## config.mk

```make
export PLATFORM = sky130hd
export DESIGN_NAME = pid_windowed_integral_top
export DESIGN_NICKNAME = d
export VERILOG_FILES = /design/src/rtl/core/pwi_pkg.sv /design/src/rtl/core/pid_windowed_integral_top.sv /design/src/rtl/core/pwi_front.sv /design/src/rtl/core/pwi_queue.sv /design/src/rtl/core/pwi_back.sv
export VERILOG_INCLUDE_DIRS = /design/src /design/src/rtl/core
export SDC_FILE = /design/constraint.sdc
export NUM_CORES = 2
export LEC_CHECK = 0
export ABC_AREA = 1
export ABC_CLOCK_PERIOD_IN_PS = 12200
export BUFFER_PORTS_ARGS = -buffer_cell sky130_fd_sc_hd__buf_2
export CAP_MARGIN = 15
export CORE_UTILIZATION = 60
export CTS_CLUSTER_DIAMETER = 200
export DETAILED_ROUTE_END_ITERATION = 8
export GPL_TIMING_DRIVEN = 1
export PLACE_DENSITY = 0.76
export SETUP_SLACK_MARGIN = 0.02
export SLEW_MARGIN = 20
export SYNTH_ARGS = -nofsm -noshare
export SYNTH_HDL_FRONTEND = slang
export SYNTH_HIERARCHICAL = 1
export SYNTH_SLANG_ARGS = --single-unit
```

## constraint.sdc

```tcl
create_clock -name clk_i -period 12.2 [get_ports clk_i]
set_input_delay 2.44 -clock clk_i [delete_from_list [all_inputs] [get_ports clk_i]]
set_output_delay 2.44 -clock clk_i [all_outputs]
set_load 0.1 [all_outputs]
```

## src/rtl/core/pid_windowed_integral_top_macros.svh

```systemverilog
// ----------------------------------------------------------------------------
// Assertion macros for the windowed-integral PID block
// Concurrent checks that are compiled out when ASSERT_OFF is defined.
// ----------------------------------------------------------------------------
`ifndef PID_WINDOWED_INTEGRAL_TOP_MACROS_SVH
`define PID_WINDOWED_INTEGRAL_TOP_MACROS_SVH

`ifndef ASSERT_OFF
`define PWI_ASSERT(lbl, clk, rstn, cond, msg) \
  lbl: assert property (@(posedge clk) disable iff (!rstn) (cond)) else $error(msg);
`define PWI_ASSERT_NEXT(lbl, clk, rstn, pre, post, msg) \
  lbl: assert property (@(posedge clk) disable iff (!rstn) (pre) |=> (post)) else $error(msg);
`else
`define PWI_ASSERT(lbl, clk, rstn, cond, msg)
`define PWI_ASSERT_NEXT(lbl, clk, rstn, pre, post, msg)
`endif

`endif

```

## src/rtl/core/pwi_pkg.sv

```systemverilog
// ----------------------------------------------------------------------------
// pwi_pkg
// Shared constants and types of the windowed-integral PID block.
// ----------------------------------------------------------------------------
`timescale 1ns / 1ps

package pwi_pkg;

  localparam int unsigned WINDOW_LEN_DEF = 16;
  localparam int unsigned QUEUE_DEPTH    = 2;
  localparam int unsigned DATA_W         = 16;
  localparam int unsigned MAG_W          = 26;
  localparam int unsigned DERIV_W        = 27;
  localparam int unsigned PROD_W         = 43;
  localparam int unsigned ACC_W          = 48;
  localparam int unsigned CFG_IDX_W      = 2;
  localparam int unsigned MS_PER_S       = 1000;

  typedef enum logic [CFG_IDX_W-1:0] {
    CFG_PROP  = 2'd0,
    CFG_DERIV = 2'd1,
    CFG_INTEG = 2'd2
  } cfg_reg_e;

  typedef struct packed {
    logic signed [DATA_W-1:0] prop;
    logic signed [DATA_W-1:0] deriv;
    logic signed [DATA_W-1:0] integ;
  } gains_t;

  typedef struct packed {
    logic signed [DATA_W-1:0] err;
    logic                     neg;
    logic [MAG_W-1:0]         mag;
    logic [DATA_W-1:0]        ms;
    logic                     zero;
  } work_t;

  typedef struct packed {
    logic full;
    logic empty;
  } q_stat_t;

endpackage

```

## src/rtl/core/pid_windowed_integral_top.sv

```systemverilog
// ----------------------------------------------------------------------------
// pid_windowed_integral_top
// PID controller for a zero target with an integral over a sliding window.
// ----------------------------------------------------------------------------
// Usage:
//   Configuration channel (cfg_valid_i/cfg_ready_o, cfg_index_i, cfg_data_i)
//   writes the Q8.8 gains: index 0 proportional, 1 derivative, 2 integral.
//   Other indexes are ignored. The channel is always ready; write gains
//   only while no item is in flight.
//   Input channel (in_valid_i/in_ready_o) takes a signed reading and the
//   milliseconds since the previous one. Output channel
//   (out_valid_o/out_ready_i) returns one drive value and the zero-interval
//   flag per item, in order.
//   Each item passes the queue, the window update, the one-bit-per-cycle
//   divider (26 steps, skipped when the interval is zero) and the shared
//   multiplier used three times. Items are worked one at a time, so the
//   back end takes no new item until the result of the last is loaded.
//   A two-entry queue keeps taking items until it is full while the back
//   end works or the receiver stalls; the result is held in the output
//   register until taken. Reset clears the gains, the previous reading,
//   the error window and its sum; the window needs no clearing pass.
// ----------------------------------------------------------------------------
`timescale 1ns / 1ps
`include "pid_windowed_integral_top_macros.svh"

module pid_windowed_integral_top #(
  parameter int unsigned WINDOW_LEN = pwi_pkg::WINDOW_LEN_DEF
) (
  input  logic                                 clk_i,
  input  logic                                 rst_ni,
  input  logic                                 cfg_valid_i,
  output logic                                 cfg_ready_o,
  input  logic [pwi_pkg::CFG_IDX_W-1:0]        cfg_index_i,
  input  logic [pwi_pkg::DATA_W-1:0]           cfg_data_i,
  input  logic                                 in_valid_i,
  output logic                                 in_ready_o,
  input  logic signed [pwi_pkg::DATA_W-1:0]    sensor_value_i,
  input  logic [pwi_pkg::DATA_W-1:0]           elapsed_ms_i,
  output logic                                 out_valid_o,
  input  logic                                 out_ready_i,
  output logic signed [31:0]                   drive_o,
  output logic                                 zero_interval_o
);

  pwi_pkg::gains_t  gains_q;
  pwi_pkg::q_stat_t q_stat;
  pwi_pkg::work_t   q_in;
  pwi_pkg::work_t   q_out;
  logic             q_push;
  logic             q_pop;
  logic [2:0]       inflight_q;

  assign cfg_ready_o = 1'b1;

  always_ff @(posedge clk_i or negedge rst_ni) begin
    if (!rst_ni) begin
      gains_q <= '0;
    end else if (cfg_valid_i && cfg_ready_o) begin
      case (cfg_index_i)
        pwi_pkg::CFG_PROP:  gains_q.prop  <= cfg_data_i;
        pwi_pkg::CFG_DERIV: gains_q.deriv <= cfg_data_i;
        pwi_pkg::CFG_INTEG: gains_q.integ <= cfg_data_i;
        default:            gains_q       <= gains_q;
      endcase
    end
  end

  pwi_front u_front (
    .clk_i          (clk_i),
    .rst_ni         (rst_ni),
    .in_valid_i     (in_valid_i),
    .in_ready_o     (in_ready_o),
    .sensor_value_i (sensor_value_i),
    .elapsed_ms_i   (elapsed_ms_i),
    .q_stat_i       (q_stat),
    .q_push_o       (q_push),
    .q_data_o       (q_in)
  );

  pwi_queue u_queue (
    .clk_i  (clk_i),
    .rst_ni (rst_ni),
    .push_i (q_push),
    .data_i (q_in),
    .pop_i  (q_pop),
    .data_o (q_out),
    .stat_o (q_stat)
  );

  pwi_back #(
    .WINDOW_LEN (WINDOW_LEN)
  ) u_back (
    .clk_i           (clk_i),
    .rst_ni          (rst_ni),
    .gains_i         (gains_q),
    .q_stat_i        (q_stat),
    .q_data_i        (q_out),
    .q_pop_o         (q_pop),
    .out_valid_o     (out_valid_o),
    .out_ready_i     (out_ready_i),
    .drive_o         (drive_o),
    .zero_interval_o (zero_interval_o)
  );

  always_ff @(posedge clk_i or negedge rst_ni) begin
    if (!rst_ni) begin
      inflight_q <= '0;
    end else begin
      case ({in_valid_i && in_ready_o, out_valid_o && out_ready_i})
        2'b10:   inflight_q <= inflight_q + 1'b1;
        2'b01:   inflight_q <= inflight_q - 1'b1;
        default: inflight_q <= inflight_q;
      endcase
    end
  end

  `PWI_ASSERT(a_pop_nonempty, clk_i, rst_ni, !(q_pop && q_stat.empty), "pop from empty queue")
  `PWI_ASSERT(a_inflight_bound, clk_i, rst_ni, inflight_q <= 3'd4, "too many items in flight")
  `PWI_ASSERT(a_out_has_item, clk_i, rst_ni, !out_valid_o || (inflight_q != 3'd0), "result without item")
  `PWI_ASSERT_NEXT(a_push_counts, clk_i, rst_ni, q_push && !(out_valid_o && out_ready_i), inflight_q == $past(inflight_q) + 3'd1, "accepted item not counted")

endmodule

```

## src/rtl/core/pwi_front.sv

```systemverilog
// ----------------------------------------------------------------------------
// pwi_front
// Accept readings, form the saturated error and the scaled reading change.
// ----------------------------------------------------------------------------
`timescale 1ns / 1ps

module pwi_front (
  input  logic                                clk_i,
  input  logic                                rst_ni,
  input  logic                                in_valid_i,
  output logic                                in_ready_o,
  input  logic signed [pwi_pkg::DATA_W-1:0]   sensor_value_i,
  input  logic [pwi_pkg::DATA_W-1:0]          elapsed_ms_i,
  input  pwi_pkg::q_stat_t                    q_stat_i,
  output logic                                q_push_o,
  output pwi_pkg::work_t                      q_data_o
);

  logic signed [pwi_pkg::DATA_W-1:0]  last_q;
  logic signed [pwi_pkg::DATA_W:0]    delta;
  logic signed [pwi_pkg::DERIV_W-1:0] scaled;
  logic signed [pwi_pkg::DERIV_W-1:0] scaled_abs;

  assign in_ready_o = !q_stat_i.full;
  assign q_push_o   = in_valid_i && in_ready_o;

  always_comb begin
    delta      = (pwi_pkg::DATA_W+1)'(sensor_value_i) - (pwi_pkg::DATA_W+1)'(last_q);
    scaled     = pwi_pkg::DERIV_W'(delta) *
                 $signed(pwi_pkg::DERIV_W'(pwi_pkg::MS_PER_S));
    scaled_abs = scaled[pwi_pkg::DERIV_W-1] ? -scaled : scaled;
    if (sensor_value_i == {1'b1, {(pwi_pkg::DATA_W-1){1'b0}}}) begin
      q_data_o.err = {1'b0, {(pwi_pkg::DATA_W-1){1'b1}}};
    end else begin
      q_data_o.err = -sensor_value_i;
    end
    q_data_o.neg  = scaled[pwi_pkg::DERIV_W-1];
    q_data_o.mag  = scaled_abs[pwi_pkg::MAG_W-1:0];
    q_data_o.ms   = elapsed_ms_i;
    q_data_o.zero = (elapsed_ms_i == '0);
  end

  always_ff @(posedge clk_i or negedge rst_ni) begin
    if (!rst_ni) begin
      last_q <= '0;
    end else if (q_push_o) begin
      last_q <= sensor_value_i;
    end
  end

endmodule

```

## src/rtl/core/pwi_queue.sv

```systemverilog
// ----------------------------------------------------------------------------
// pwi_queue
// Short FIFO of work items between the front and the back.
// ----------------------------------------------------------------------------
`timescale 1ns / 1ps

module pwi_queue (
  input  logic             clk_i,
  input  logic             rst_ni,
  input  logic             push_i,
  input  pwi_pkg::work_t   data_i,
  input  logic             pop_i,
  output pwi_pkg::work_t   data_o,
  output pwi_pkg::q_stat_t stat_o
);

  localparam int unsigned PTR_W = (pwi_pkg::QUEUE_DEPTH > 1) ?
                                  $clog2(pwi_pkg::QUEUE_DEPTH) : 1;
  localparam int unsigned CNT_W = $clog2(pwi_pkg::QUEUE_DEPTH + 1);

  pwi_pkg::work_t   slot_q [pwi_pkg::QUEUE_DEPTH];
  logic [PTR_W-1:0] wr_q;
  logic [PTR_W-1:0] rd_q;
  logic [CNT_W-1:0] cnt_q;
  logic             do_push;
  logic             do_pop;

  assign stat_o.full  = (cnt_q == CNT_W'(pwi_pkg::QUEUE_DEPTH));
  assign stat_o.empty = (cnt_q == '0);
  assign do_push      = push_i && !stat_o.full;
  assign do_pop       = pop_i && !stat_o.empty;
  assign data_o       = slot_q[rd_q];

  always_ff @(posedge clk_i) begin
    if (do_push) begin
      slot_q[wr_q] <= data_i;
    end
  end

  always_ff @(posedge clk_i or negedge rst_ni) begin
    if (!rst_ni) begin
      wr_q  <= '0;
      rd_q  <= '0;
      cnt_q <= '0;
    end else begin
      if (do_push) begin
        wr_q <= (wr_q == PTR_W'(pwi_pkg::QUEUE_DEPTH - 1)) ? '0 : wr_q + 1'b1;
      end
      if (do_pop) begin
        rd_q <= (rd_q == PTR_W'(pwi_pkg::QUEUE_DEPTH - 1)) ? '0 : rd_q + 1'b1;
      end
      case ({do_push, do_pop})
        2'b10:   cnt_q <= cnt_q + 1'b1;
        2'b01:   cnt_q <= cnt_q - 1'b1;
        default: cnt_q <= cnt_q;
      endcase
    end
  end

endmodule

```

## src/rtl/core/pwi_back.sv

```systemverilog
// ----------------------------------------------------------------------------
// pwi_back
// Update the error window, divide, multiply-accumulate and saturate the drive.
// ----------------------------------------------------------------------------
`timescale 1ns / 1ps

module pwi_back #(
  parameter int unsigned WINDOW_LEN = pwi_pkg::WINDOW_LEN_DEF
) (
  input  logic                              clk_i,
  input  logic                              rst_ni,
  input  pwi_pkg::gains_t                   gains_i,
  input  pwi_pkg::q_stat_t                  q_stat_i,
  input  pwi_pkg::work_t                    q_data_i,
  output logic                              q_pop_o,
  output logic                              out_valid_o,
  input  logic                              out_ready_i,
  output logic signed [31:0]                drive_o,
  output logic                              zero_interval_o
);

  localparam int unsigned SUM_W = pwi_pkg::DATA_W + $clog2(WINDOW_LEN);
  localparam int unsigned PW    = (WINDOW_LEN > 1) ? $clog2(WINDOW_LEN) : 1;
  localparam int unsigned DW    = pwi_pkg::DATA_W;
  localparam int unsigned CW    = $clog2(pwi_pkg::MAG_W);

  typedef enum logic [5:0] {
    S_IDLE = 6'b000001,
    S_RING = 6'b000010,
    S_DIV  = 6'b000100,
    S_MUL  = 6'b001000,
    S_ACC  = 6'b010000,
    S_OUT  = 6'b100000
  } state_e;

  typedef enum logic [1:0] {
    SEL_PROP  = 2'd0,
    SEL_INTEG = 2'd1,
    SEL_DERIV = 2'd2
  } mul_sel_e;

  state_e                              state_q;
  pwi_pkg::work_t                      cur_q;
  logic signed [DW-1:0]                ring_mem [WINDOW_LEN];
  logic signed [DW-1:0]                rd_q;
  logic [WINDOW_LEN-1:0]               vld_q;
  logic [PW-1:0]                       pos_q;
  logic signed [SUM_W-1:0]             sum_q;
  logic [DW:0]                         rem_q;
  logic [pwi_pkg::MAG_W-1:0]           quo_q;
  logic [CW-1:0]                       cnt_q;
  mul_sel_e                            sel_q;
  logic signed [pwi_pkg::PROD_W-1:0]   prod_q;
  logic signed [pwi_pkg::ACC_W-1:0]    acc_q;
  logic                                out_valid_q;
  logic signed [31:0]                  drive_q;
  logic                                zero_q;

  logic signed [DW-1:0]                old_err;
  logic signed [SUM_W-1:0]             new_sum;
  logic [DW:0]                         rem_sh;
  logic                                rem_ge;
  logic [DW:0]                         rem_nx;
  logic signed [pwi_pkg::DERIV_W-1:0]  deriv;
  logic signed [DW-1:0]                mul_a;
  logic signed [pwi_pkg::DERIV_W-1:0]  mul_b;
  logic signed [pwi_pkg::PROD_W-1:0]   prod_d;
  logic signed [31:0]                  sat;
  logic                                ring_re;
  logic                                ring_we;
  logic                                out_load;

  assign ring_re  = (state_q == S_IDLE) && !q_stat_i.empty;
  assign ring_we  = (state_q == S_RING);
  assign q_pop_o  = ring_re;
  assign out_load = (state_q == S_OUT) && (!out_valid_q || out_ready_i);

  assign out_valid_o     = out_valid_q;
  assign drive_o         = drive_q;
  assign zero_interval_o = zero_q;

  always_comb begin
    old_err = vld_q[pos_q] ? rd_q : '0;
    new_sum = sum_q + SUM_W'(cur_q.err) - SUM_W'(old_err);
    rem_sh  = {rem_q[DW-1:0], quo_q[pwi_pkg::MAG_W-1]};
    rem_ge  = (rem_sh >= {1'b0, cur_q.ms});
    rem_nx  = rem_ge ? rem_sh - {1'b0, cur_q.ms} : rem_sh;
    if (cur_q.zero) begin
      deriv = '0;
    end else if (cur_q.neg) begin
      deriv = -$signed({1'b0, quo_q});
    end else begin
      deriv = $signed({1'b0, quo_q});
    end
    case (sel_q)
      SEL_PROP: begin
        mul_a = gains_i.prop;
        mul_b = pwi_pkg::DERIV_W'(cur_q.err);
      end
      SEL_INTEG: begin
        mul_a = gains_i.integ;
        mul_b = pwi_pkg::DERIV_W'(sum_q);
      end
      SEL_DERIV: begin
        mul_a = gains_i.deriv;
        mul_b = deriv;
      end
      default: begin
        mul_a = '0;
        mul_b = '0;
      end
    endcase
    prod_d = mul_a * mul_b;
    if (!acc_q[pwi_pkg::ACC_W-1] && (|acc_q[pwi_pkg::ACC_W-2:31])) begin
      sat = 32'sh7fff_ffff;
    end else if (acc_q[pwi_pkg::ACC_W-1] && !(&acc_q[pwi_pkg::ACC_W-2:31])) begin
      sat = 32'sh8000_0000;
    end else begin
      sat = acc_q[31:0];
    end
  end

  always_ff @(posedge clk_i) begin
    if (ring_we) begin
      ring_mem[pos_q] <= cur_q.err;
    end
    if (ring_re) begin
      rd_q <= ring_mem[pos_q];
    end
  end

  always_ff @(posedge clk_i) begin
    case (state_q)
      S_IDLE: begin
        if (!q_stat_i.empty) begin
          cur_q <= q_data_i;
        end
      end
      S_RING: begin
        rem_q <= '0;
        quo_q <= cur_q.mag;
        cnt_q <= '0;
        sel_q <= SEL_PROP;
        acc_q <= '0;
      end
      S_DIV: begin
        rem_q <= rem_nx;
        quo_q <= {quo_q[pwi_pkg::MAG_W-2:0], rem_ge};
        cnt_q <= cnt_q + 1'b1;
      end
      S_MUL: begin
        prod_q <= prod_d;
      end
      S_ACC: begin
        acc_q <= acc_q + pwi_pkg::ACC_W'(prod_q);
        case (sel_q)
          SEL_PROP:  sel_q <= SEL_INTEG;
          SEL_INTEG: sel_q <= SEL_DERIV;
          default:   sel_q <= SEL_PROP;
        endcase
      end
      default: begin
      end
    endcase
    if (out_load) begin
      drive_q <= sat;
      zero_q  <= cur_q.zero;
    end
  end

  always_ff @(posedge clk_i or negedge rst_ni) begin
    if (!rst_ni) begin
      state_q     <= S_IDLE;
      vld_q       <= '0;
      pos_q       <= '0;
      sum_q       <= '0;
      out_valid_q <= 1'b0;
    end else begin
      if (out_load) begin
        out_valid_q <= 1'b1;
      end else if (out_ready_i) begin
        out_valid_q <= 1'b0;
      end
      case (state_q)
        S_IDLE: begin
          if (!q_stat_i.empty) begin
            state_q <= S_RING;
          end
        end
        S_RING: begin
          vld_q[pos_q] <= 1'b1;
          sum_q        <= new_sum;
          pos_q        <= (pos_q == PW'(WINDOW_LEN - 1)) ? '0 : pos_q + 1'b1;
          state_q      <= cur_q.zero ? S_MUL : S_DIV;
        end
        S_DIV: begin
          if (cnt_q == CW'(pwi_pkg::MAG_W - 1)) begin
            state_q <= S_MUL;
          end
        end
        S_MUL: begin
          state_q <= S_ACC;
        end
        S_ACC: begin
          state_q <= (sel_q == SEL_DERIV) ? S_OUT : S_MUL;
        end
        S_OUT: begin
          if (out_load) begin
            state_q <= S_IDLE;
          end
        end
        default: begin
          state_q <= S_IDLE;
        end
      endcase
    end
  end

endmodule
```

==> impl_metrics.toml <==
[sta]
fmax_mhz = 116.9
slew_headroom = 0.2244
setup_viol = 0
slew_viol_final = 0
rsz0062_at_grt = "no"
tightest_slew_ps = 1162
fin_setup_tns_ps = 0
min_period_over_period = 0.7014
finalCriticalPeriod_ps = 8558
finalHoldViolCount = 0
clock_skew_ps = 60.47

[global_routing]
grt_pass1_vias = 45597
grt_pass1_wl_mm = 245.2
grt_antenna_before_repair = 13
grt_use_total = 0.3195
grt_max_degree = 111
overflow = 0

[clock_tree]
ctsHtreeMaxLevel = 3
cts_tree = "yes"
clock_latency_ps = 700
cts.sinks = 740
cts_buffer_depth = 3
cts_made_buffers = 79
cts-root-buf = "clkbuf_16"
postCtsSetupRepairBufs = 0
path_clk_slew_ps = 60
cts-resized-gates = 0
hold_buffers = 0

[setup_path]
crit_required_ps = 12590
path_max_fanout = 26
cp-end-kind = "register"
critPathLaunchType = "register"
cp.arrival_ps = 8940
critPathKind = "register to register"

[final_layout]
syn2layout_area_growth_pct = 6.997
fin_util = 0.6479
final_cell_area_um2 = 62660
nFillCells = 8030
drive_above_1_share = 0.07979
fin_nets = 7611

[logic_synthesis]
syn_area_um2 = 58560
ys_seq_elements = 740
synth.distinct_cells = 63
synthArstFlopShare = 0.1554
synth-seq-area-share = 0.3696
synth_edf_count = 625
avgSynthCellArea_um2 = 8.649
ys.flop_type = "edfxtp_1"
synth_cells = 6771
yosysWarnings = 6

[floorplan]
dieArea_um2 = 98860
dieHeight_um = 314.4
die_w_um = 314.4
io_pins = 91
core_um2 = 96710
num_rows = 114
initial_utilization = 0.6056

[run]
drv_cap = 0

[outcome]
status = "finished, final reports clean"

[placement]
io_buffers = 89
dpl.hpwl_mm = 114.8
dpl-instance-area_um2 = 59980
gp_congestion = 1.012

[drt]
wl_mm = 154.4
vias = 45855
dr.pass1.iters = 8
vias_per_cell = 5.628
ant_nets = 0
wire_per_inst_um = 18.96
drc = 0
drt_iter0_drc = 4262

[min_path]
min_path_type = "register to register"
==> path summary, 6_finish.rpt <==
path                       cells past startpoint                           end                          start  slack [ps]
min                                            2  u_back/vld_q[14]$_DFFE_PN0P_   u_back/vld_q[14]$_DFFE_PN0P_         460
min reg2reg                                    2  u_back/vld_q[14]$_DFFE_PN0P_   u_back/vld_q[14]$_DFFE_PN0P_         460
max in group asynchronous                      2   u_back/pos_q[0]$_DFFE_PN0P_                         rst_ni        8840
max reg2reg                                   25   u_back/prod_q[37]$_DFFE_PP_  u_back/sel_q[0]$_SDFFCE_PP0P_        3640
max                                           25   u_back/prod_q[37]$_DFFE_PP_  u_back/sel_q[0]$_SDFFCE_PP0P_        3640
min in group asynchronous                      1       gains_q[39]$_DFFE_PN0P_                         rst_ni        1840
==> logic make-up after synthesis <==
family	Yosys count	share of synthesized area
flip-flops	740	0.3696
AO/OA/AOI/OAI	751	0.06948
AND/OR/NAND/NOR	2960	0.2209
other	2	0.0001282
XOR/XNOR	91	0.01412
buffers and inverters	1475	0.1023
adder cells (fa/ha/maj)	752	0.2234
==> area by class of cell <==
cell class                 count  area [um2]  area share
timing repair buffer         142       845.8     0.01350
tap                         1276        1597     0.02548
inverter                    1283        4837     0.07720
clock buffer                 103        2107     0.03363
multi-input combinational   4558       31050      0.4955
clock inverter                42       561.8    0.008966
antenna                        3       7.507   0.0001198
sequential                   740       21650      0.3456
==> synthesized netlist by cell type, drive strengths merged, types with 3 or more instances <==
library cell / n / area, um2
edfxtp: 625 / 18770
xor2: 65 / 599.3
dfrtp: 114 / 2853
inv: 1281 / 4828
or2: 18 / 112.6
o211ai: 3 / 22.52
nand4: 107 / 688.2
a21o: 9 / 67.56
o21a: 7 / 52.55
nand2: 1812 / 7507
a22o: 3 / 26.28
nor3: 28 / 145.1
nor2: 672 / 2624
nand3b: 23 / 172.7
o21bai: 9 / 67.56
nor4: 10 / 62.56
fa: 489 / 9789
a21oi: 300 / 1535
clkbuf: 57 / 214.0
nand3: 270 / 1501
o21ai: 316 / 1608
o22ai: 81 / 506.7
xnor2: 26 / 227.7
buf: 135 / 943.4
a21boi: 4 / 30.03
a31oi: 14 / 102.6
ha: 263 / 3291
and2: 18 / 112.6
==> through the flow <==
step	cells	hold slack, ps	setup WS (ps)
3_3_place_gp	7999	442.4	3190
6_report	8147	456.4	3642
3_5_place_dp	7999	445.2	3074
2_1_floorplan	6773	427.4	3908
4_1_cts	8144	457.7	3775
5_1_grt	8146	481.3	3209
==> sequential cells by signal (all words and copies together) (netlist names), 26 cells and up <==
signal and count:
u_queue/slot_q 120, u_back/drive_o 32, u_back/quo_q 26, u_back/ring_mem 256, u_back/cur_q 60, gains_q 48
u_back/prod_q 43, u_back/acc_q 48
==> critical path, cell delays in order, from the launching register on <==
cell      delay [ps]
edfxtp_1         620
nor2_8           410
inv_2            200
nor2_8           520
inv_2             90
nor2_2            90
o21ai_1          290
nand2_2          420
nand2_1          160
fa_1             780
inv_1            110
fa_1             960
fa_1             540
fa_1             480
fa_1             550
inv_1             60
fa_1             530
inv_1             40
ha_1             370
nand2_1          110
nor2_1           190
nand2_1          140
nor2_1           180
nand4_1          190
nand4_1          140
nand2_1           90
==> per-layer routing <==
| metal | vias to the layer above | wire length (um) | track usage |
|---|---|---|---|
| met5 | - | 82 | 0 |
| met4 | 12 | 5259 | 0.1055 |
| met3 | 357 | 14910 | 0.06311 |
| met2 | 2019 | 70700 | 0.5108 |
| met1 | 22053 | 63480 | 0.4390 |
| li1 | 21414 | - | - |
==> placed cells by master, fill, tap and decap left out, types with 23 or more instances in the layout <==
cell type	instances
buf_4	54
nand4_1	104
clkbuf_16	79
dfrtp_1	111
edfxtp_1	625
nand2_2	83
inv_2	29
nand2_1	1662
inv_1	1245
ha_1	263
nor3_1	26
xor2_1	61
buf_2	88
nand3b_1	23
nand2_4	67
nand3_1	246
xnor2_1	26
fa_1	489
a21oi_1	290
o21ai_0	303
o22ai_1	81
nor2_1	641
Power is not shown: default switching activity piles up to over one toggle a cycle in this logic, so the estimate is an artifact.
